<file path="src/rtl/tpe_pkg.sv">
// tpe_pkg: widths, latencies and shared step functions of the triangle plane pipeline
// used by every module of the block; depends on nothing
`default_nettype none

package tpe_pkg;

	localparam int COORD_WIDTH_DEF = 16;

	// scaled cross product magnitudes and their sum of squares
	localparam int M_W = 31;
	localparam int S_W = 64;
	localparam int L_W = 32;

	// integer square root: one result bit per step
	localparam int SQRT_STEPS     = 32;
	localparam int SQRT_PER_STAGE = 2;
	localparam int SQRT_LAT       = SQRT_STEPS / SQRT_PER_STAGE;

	// normal division: quotient bits, numerator shift and remainder width
	localparam int Q_W            = 16;
	localparam int DIV_PER_STAGE  = 2;
	localparam int DIV_LAT        = Q_W / DIV_PER_STAGE;
	localparam int DIV_NUM_SHIFT  = 15;
	localparam int N_W            = M_W + DIV_NUM_SHIFT + 1;
	localparam int R_W            = L_W + 2;

	localparam int CROSS_LAT  = 4;
	localparam int SCALE_LAT  = 5;
	localparam int OFFSET_LAT = 4;
	localparam int LATENCY    = CROSS_LAT + SCALE_LAT + SQRT_LAT + DIV_LAT + OFFSET_LAT;

	localparam int NORM_W      = 16;
	localparam int OFF_W       = 20;
	localparam int Q14_SHIFT   = 14;
	localparam int ROUND_HALF  = 8192;
	localparam logic [Q_W-1:0] ONE_Q14 = 16'd16384;
	localparam int OFF_MAX     = 524287;
	localparam int OFF_MIN     = -524288;

	typedef struct packed {
		logic [S_W-1:0] x;
		logic [S_W-1:0] r;
	} sqrt_state_t;

	typedef struct packed {
		logic [R_W-1:0] rem;
		logic [Q_W-1:0] low;
		logic [Q_W-1:0] q;
	} div_state_t;

	function automatic sqrt_state_t sqrt_step(input sqrt_state_t st, input logic [S_W-1:0] bitv);
		sqrt_state_t nx;
		logic [S_W:0] trial;
		trial = {1'b0, st.r} + {1'b0, bitv};
		if ({1'b0, st.x} >= trial) begin
			nx.x = st.x - trial[S_W-1:0];
			nx.r = (st.r >> 1) + bitv;
		end else begin
			nx.x = st.x;
			nx.r = st.r >> 1;
		end
		return nx;
	endfunction

	function automatic div_state_t div_step(input div_state_t st, input logic [L_W:0] d);
		div_state_t nx;
		logic [R_W-1:0] sh;
		sh = {st.rem[R_W-2:0], st.low[Q_W-1]};
		nx.low = {st.low[Q_W-2:0], 1'b0};
		if (sh >= R_W'(d)) begin
			nx.rem = sh - R_W'(d);
			nx.q   = {st.q[Q_W-2:0], 1'b1};
		end else begin
			nx.rem = sh;
			nx.q   = {st.q[Q_W-2:0], 1'b0};
		end
		return nx;
	endfunction

endpackage

`default_nettype wire

</file>
<file path="src/rtl/tpe_sqrt.sv">
// tpe_sqrt: pipelined integer square root of the 64-bit sum, two result bits per stage
// depends on tpe_pkg
`default_nettype none

module tpe_sqrt import tpe_pkg::*; #(
	parameter int SIDE_W = 1
) (
	input  logic              clk,
	input  logic              arst_n,
	input  logic              in_valid,
	input  logic [S_W-1:0]    radicand,
	input  logic [SIDE_W-1:0] side_in,
	output logic              out_valid,
	output logic [L_W-1:0]    root,
	output logic [SIDE_W-1:0] side_out
);

	sqrt_state_t       st_s   [SQRT_LAT];
	logic              vld_s  [SQRT_LAT];
	logic [SIDE_W-1:0] side_s [SQRT_LAT];

	for (genvar j = 0; j < SQRT_LAT; j++) begin : g_stage
		sqrt_state_t       st_in, st_nx;
		logic              vld_in;
		logic [SIDE_W-1:0] side_src;

		if (j == 0) begin : g_first
			assign st_in    = '{x: radicand, r: '0};
			assign vld_in   = in_valid;
			assign side_src = side_in;
		end else begin : g_next
			assign st_in    = st_s[j-1];
			assign vld_in   = vld_s[j-1];
			assign side_src = side_s[j-1];
		end

		// test bit walks down from 2^62 by two places per step
		always_comb begin
			st_nx = st_in;
			for (int k = 0; k < SQRT_PER_STAGE; k++)
				st_nx = sqrt_step(st_nx, S_W'(1) << (S_W - 2 - 2 * (j * SQRT_PER_STAGE + k)));
		end

		always_ff @(posedge clk or negedge arst_n) begin
			if (!arst_n) vld_s[j] <= 1'b0;
			else vld_s[j] <= vld_in;
		end

		always_ff @(posedge clk) begin
			st_s[j]   <= st_nx;
			side_s[j] <= side_src;
		end
	end

	assign out_valid = vld_s[SQRT_LAT-1];
	assign root      = st_s[SQRT_LAT-1].r[L_W-1:0];
	assign side_out  = side_s[SQRT_LAT-1];

endmodule

`default_nettype wire

</file>
<file path="config.mk">
export PLATFORM = sky130hd
export DESIGN_NAME = tpe_sqrt
export DESIGN_NICKNAME = d
export VERILOG_FILES = /design/src/rtl/tpe_pkg.sv /design/src/rtl/tpe_sqrt.sv
export SDC_FILE = /design/constraint.sdc
export NUM_CORES = 2
export LEC_CHECK = 0
export BUFFER_PORTS_ARGS = -buffer_cell sky130_fd_sc_hd__buf_2
export CORE_ASPECT_RATIO = 1.25
export CORE_UTILIZATION = 51
export DETAILED_ROUTE_END_ITERATION = 8
export GPL_ROUTABILITY_DRIVEN = 0
export GPL_TIMING_DRIVEN = 0
export HOLD_SLACK_MARGIN = 0.15
export PLACE_DENSITY = 0.67
export SKIP_LAST_GASP = 1
export SYNTH_ARGS = -nofsm -noshare
export SYNTH_HDL_FRONTEND = slang
export SYNTH_SLANG_ARGS = --single-unit
</file>
<file path="constraint.sdc">
create_clock -name clk -period 9.04 [get_ports clk]
set_input_delay 0.904 -clock clk [delete_from_list [all_inputs] [get_ports clk]]
set_output_delay 0.904 -clock clk [all_outputs]
set_load 0.01 [all_outputs]
</file>
==> run summary <==
The run finished with clean final reports. In the final design database the tool counted 9,438 nets. STA puts the critical path data required time at 9720 ps. Classification of the worst-slack hold path: input pin to flip-flop. TritonCTS built the clock tree.

Synthesis handed over a netlist of 8,576 instances. In this run the deepest clock path goes through 3 buffers. For this run, the number of Yosys warnings is 0.

The first detailed-routing pass took 6 iterations. Area inside the core boundary: 141,000 um2. The tools report the startpoint class of the critical path as a flip-flop. Overall die area: 144,000 um2.

Synthesis inferred 1,264 register bits. Adding up every negative setup slack in the final design gives 0 ps. For the total global-route track usage, the log shows 0.289.

The worst hold endpoint was st_s[0][91]. In this design, the stage delay of the slowest critical-path cell is 480 ps. The multiplexer fraction of the synthesized cell area is 0.0155.

The fraction of registers with async set/reset came out at 0.0127. The endpoint type of the worst setup path was a flip-flop. The tools report the number of endpoints with negative hold slack in the final report as 0. The post-CTS repair timing setup buffer count is 0, and the arrival time of the worst setup path is 9320 ps. By area, the combinational part of the netlist is dominated by simple AND/OR/NAND/NOR gates. Across the routed clock network, the largest skew measured is 58.0 ps. Leaving out fill and tap cells, the most frequent cells in the layout are 1,248 x sky130_fd_sc_hd__dfxtp_1, 703 x sky130_fd_sc_hd__nand2_1, 663 x sky130_fd_sc_hd__nor2_1. The run gives 0.351 as the post-synthesis sequential area ratio. The share of the synthesized area in the top cell type was 0.345. Clock latency on the worst-skew pair, taken at its later pin, is 790 ps. The adder-cell share of the synthesized area works out to 0.0987. The tools report the number of DRC violations after detailed-routing iteration 0 as 4,848. In the final routed layout, each cell accounts on average for 19.9 um.

The vias per cell works out to 5.95. For the number of cell rows, the log shows 154. The tools report the headroom to the max-slew limit as 0.0958. The number of different library cells in the post-synthesis netlist is 105, and the total power density per cell area is 316 nW/um2.

Among all flip-flop cells after synthesis, the most frequent one is sky130_fd_sc_hd__dfxtp_1. Timing analysis after detailed placement gives a worst setup slack of -248 ps. The fraction of layout cells with a size suffix above 1 is 0.0589, and the peak supply drop is 207 uV. The clock buffer count from CTS was 118; the synthesized-area fraction occupied by xor and xnor cells was 0.102.

The number of antenna violations at the first check in global routing was 2. Setup repair after global routing left no endpoint under its margin. Entering global routing, the biggest net connects 21 pins. At the pin with the least slew margin, the transition time is 1320 ps.

The maximum clock rate is 116 MHz, and the standard cell area after detailed placement is 75,300 um2. The largest total area in the synthesized netlist belongs to sky130_fd_sc_hd__dfxtp_1. The terminus of the critical flop-to-flop path is st_s[1][861].

The post-layout worst setup margin is 399 ps, and the number of enable flip-flop cells after synthesis is 0. The simple-gate share of the synthesized area was 0.211. The starting density of the core was 0.514; the height of the die was 423 um. The first global-routing pass estimated 333 mm of wire. Compared with the post-synthesis result, the final layout area differs by 9.85%. The number of nets in the synthesized netlist is 9,215. The clock-pin slew reported for the worst setup and hold paths after clock tree synthesis works out to 70 ps. The library cell used most frequently in the layout, excluding fill and tap cells, is sky130_fd_sc_hd__dfxtp_1. Final core area utilization: 0.565. Across the run, the number of max-cap violations was 0. Summing all non-filler instances in the final layout gives an area of 79,500 um2. Launching point of the worst reg2reg path: st_s[1][660]. The worst path needs 8640 ps of the cycle, external delays included. The detail route stage leaves a number of antenna-violating nets equal to 0. CTS placed an instance of sky130_fd_sc_hd__clkbuf_16 at the clock tree root. Port buffering added 101 buffers. The number of max-slew violations in the final report is 0. The logs give 214 mm for the sum of routed wire length over all layers and 72,400 um2 for the cell area after technology mapping. The average instance area after synthesis was 8.44 um2; the number of global-route vias before repair was 62,242.

The number of vias in the routed layout is 64,053, and the fraction of the cycle the final worst path needs is 0.956. For this run the aggregate overflow at the end of global routing stands at 0. The compound-cell area share of the yosys netlist came out at 0.182. Chip width: 339 um. The kind of critical path is flip-flop to flip-flop. The worst hold path stage count came out at 1.

Measured in cells, the most critical reg-to-reg path has a length of 30. Ranked by total cell area, the synthesized netlist is headed by sky130_fd_sc_hd__dfxtp_1 34%, sky130_fd_sc_hd__ha_1 9.9%, sky130_fd_sc_hd__xnor2_1 6.3%, sky130_fd_sc_hd__a21oi_1 4.5%, sky130_fd_sc_hd__xor2_1 3.8%. Flop-to-flop setup slack: 400 ps. The tools report the I/O pin count as 102. In this run the most critical hold path is launched from radicand[27]. The slowest cell on the critical path is sky130_fd_sc_hd__dfxtp_1. The logs give 3 for the number of levels the H-tree was split into and 0.0353 uW for the static leakage. The tree built by TritonCTS fans out to 1,264 sinks. Of all nets on the critical path, the largest fanout is 13.

The logs give 176 mm for the estimated wirelength of the detail-placed design and 0 for the final setup violation count. Counting stages on the worst path, the most repeated cell is sky130_fd_sc_hd__a21o_1. In the routed design, unresolved DRC markers number 0.
==> per-stage QoR <==
step,power (uW),instances,hold slack (ps)
after CTS,25000,10773,178
final,25100,10773,229
after detailed placement,19700,10551,312
after global routing,26800,10772,191
after floorplan,16600,8576,310
after global placement,19500,10549,310
==> critical path: cells and delay by family, from the launching register on <==
kind	cells	cell delay (ps)
flip-flops	1	480
buffers and inverters	8	2200
multiplexers	1	400
AND/OR/NAND/NOR	10	2910
AO/OA/AOI/OAI	9	1950
adder cells (fa/ha/maj)	2	580
==> worst max-delay path by stage <==
stage | startpoint | to | slack, ps | cells after the start
2_1_floorplan | st_s[1][423] | st_s[1][597] | 1970 | 29
3_3_place_gp | st_s[1][423] | st_s[1][597] | -330 | 29
3_5_place_dp | st_s[1][423] | st_s[1][597] | -250 | 29
4_1_cts | st_s[1][675] | st_s[1][866] | 140 | 30
5_1_grt | st_s[1][42] | st_s[1][252] | 20 | 25
6_report | st_s[1][660] | st_s[1][861] | 400 | 30
==> cell families (layout without fill, tap and decap cells) <==
| kind of cell | after synthesis | in the layout |
|---|---|---|
| flip-flops | 1264 | 1264 |
| multiplexers | 103 | 103 |
| AO/OA/AOI/OAI | 2075 | 2075 |
| buffers and inverters | 750 | 1074 |
| AND/OR/NAND/NOR | 2972 | 2972 |
| XOR/XNOR | 841 | 841 |
| adder cells (fa/ha/maj) | 571 | 571 |
| other | 0 | 1 |
==> Yosys cell counts (66+ instances only) <==
cell,count
sky130_fd_sc_hd__a21o_1,277
sky130_fd_sc_hd__a21oi_1,655
sky130_fd_sc_hd__a31oi_1,76
sky130_fd_sc_hd__and3_1,81
sky130_fd_sc_hd__clkbuf_1,205
sky130_fd_sc_hd__dfxtp_1,1248
sky130_fd_sc_hd__ha_1,571
sky130_fd_sc_hd__inv_1,477
sky130_fd_sc_hd__nand2_1,703
sky130_fd_sc_hd__nand2b_1,83
sky130_fd_sc_hd__nand3_1,231
sky130_fd_sc_hd__nand4_1,189
sky130_fd_sc_hd__nor2_1,663
sky130_fd_sc_hd__nor2b_1,86
sky130_fd_sc_hd__nor3_1,209
sky130_fd_sc_hd__nor4_1,254
sky130_fd_sc_hd__o21a_1,78
sky130_fd_sc_hd__o21ai_0,428
sky130_fd_sc_hd__o21bai_1,66
sky130_fd_sc_hd__or3_1,89
sky130_fd_sc_hd__xnor2_1,524
sky130_fd_sc_hd__xor2_1,317
==> layout make-up <==
type	instances	area, um2
plain buffers	261	1060
diodes	1	2.50
flip-flops and latches	1264	25400
clock inverters	76	1030
multi-input cells	6562	44200
clock buffers	145	3180
repair buffers	104	528
well taps	1872	2340
fillers	12942	61300
inverters	488	1840
==> registers in the layout (all words and copies together) (netlist names) <==
register	count
g_stage.vld_in	15
out_valid	1
side_s	16
st_s	1232
==> where the power goes <==
part	switching (uW)	total, uW	internal [uW]
registers	1250	8110	6860
logic	7160	11800	4630
clock network	2230	5240	3000
==> repair_timing <==
item	4_1_cts	5_1_grt
hold buffers	1	0
pin swaps	0	0
endpoints found under the hold margin	16	0
gates resized for setup	2	12
setup endpoints to repair	53	129
==> per-layer routing <==
metal  up-vias  part of all wire  global-route usage
met2      2222              0.49               0.519
met1     29859              0.40               0.326
li1      31331                 -                   -
met3       641             0.051              0.0355
met5         -                 0                   0
met4         0             0.062               0.170
Note: power is estimated with default switching activity, not from simulation.
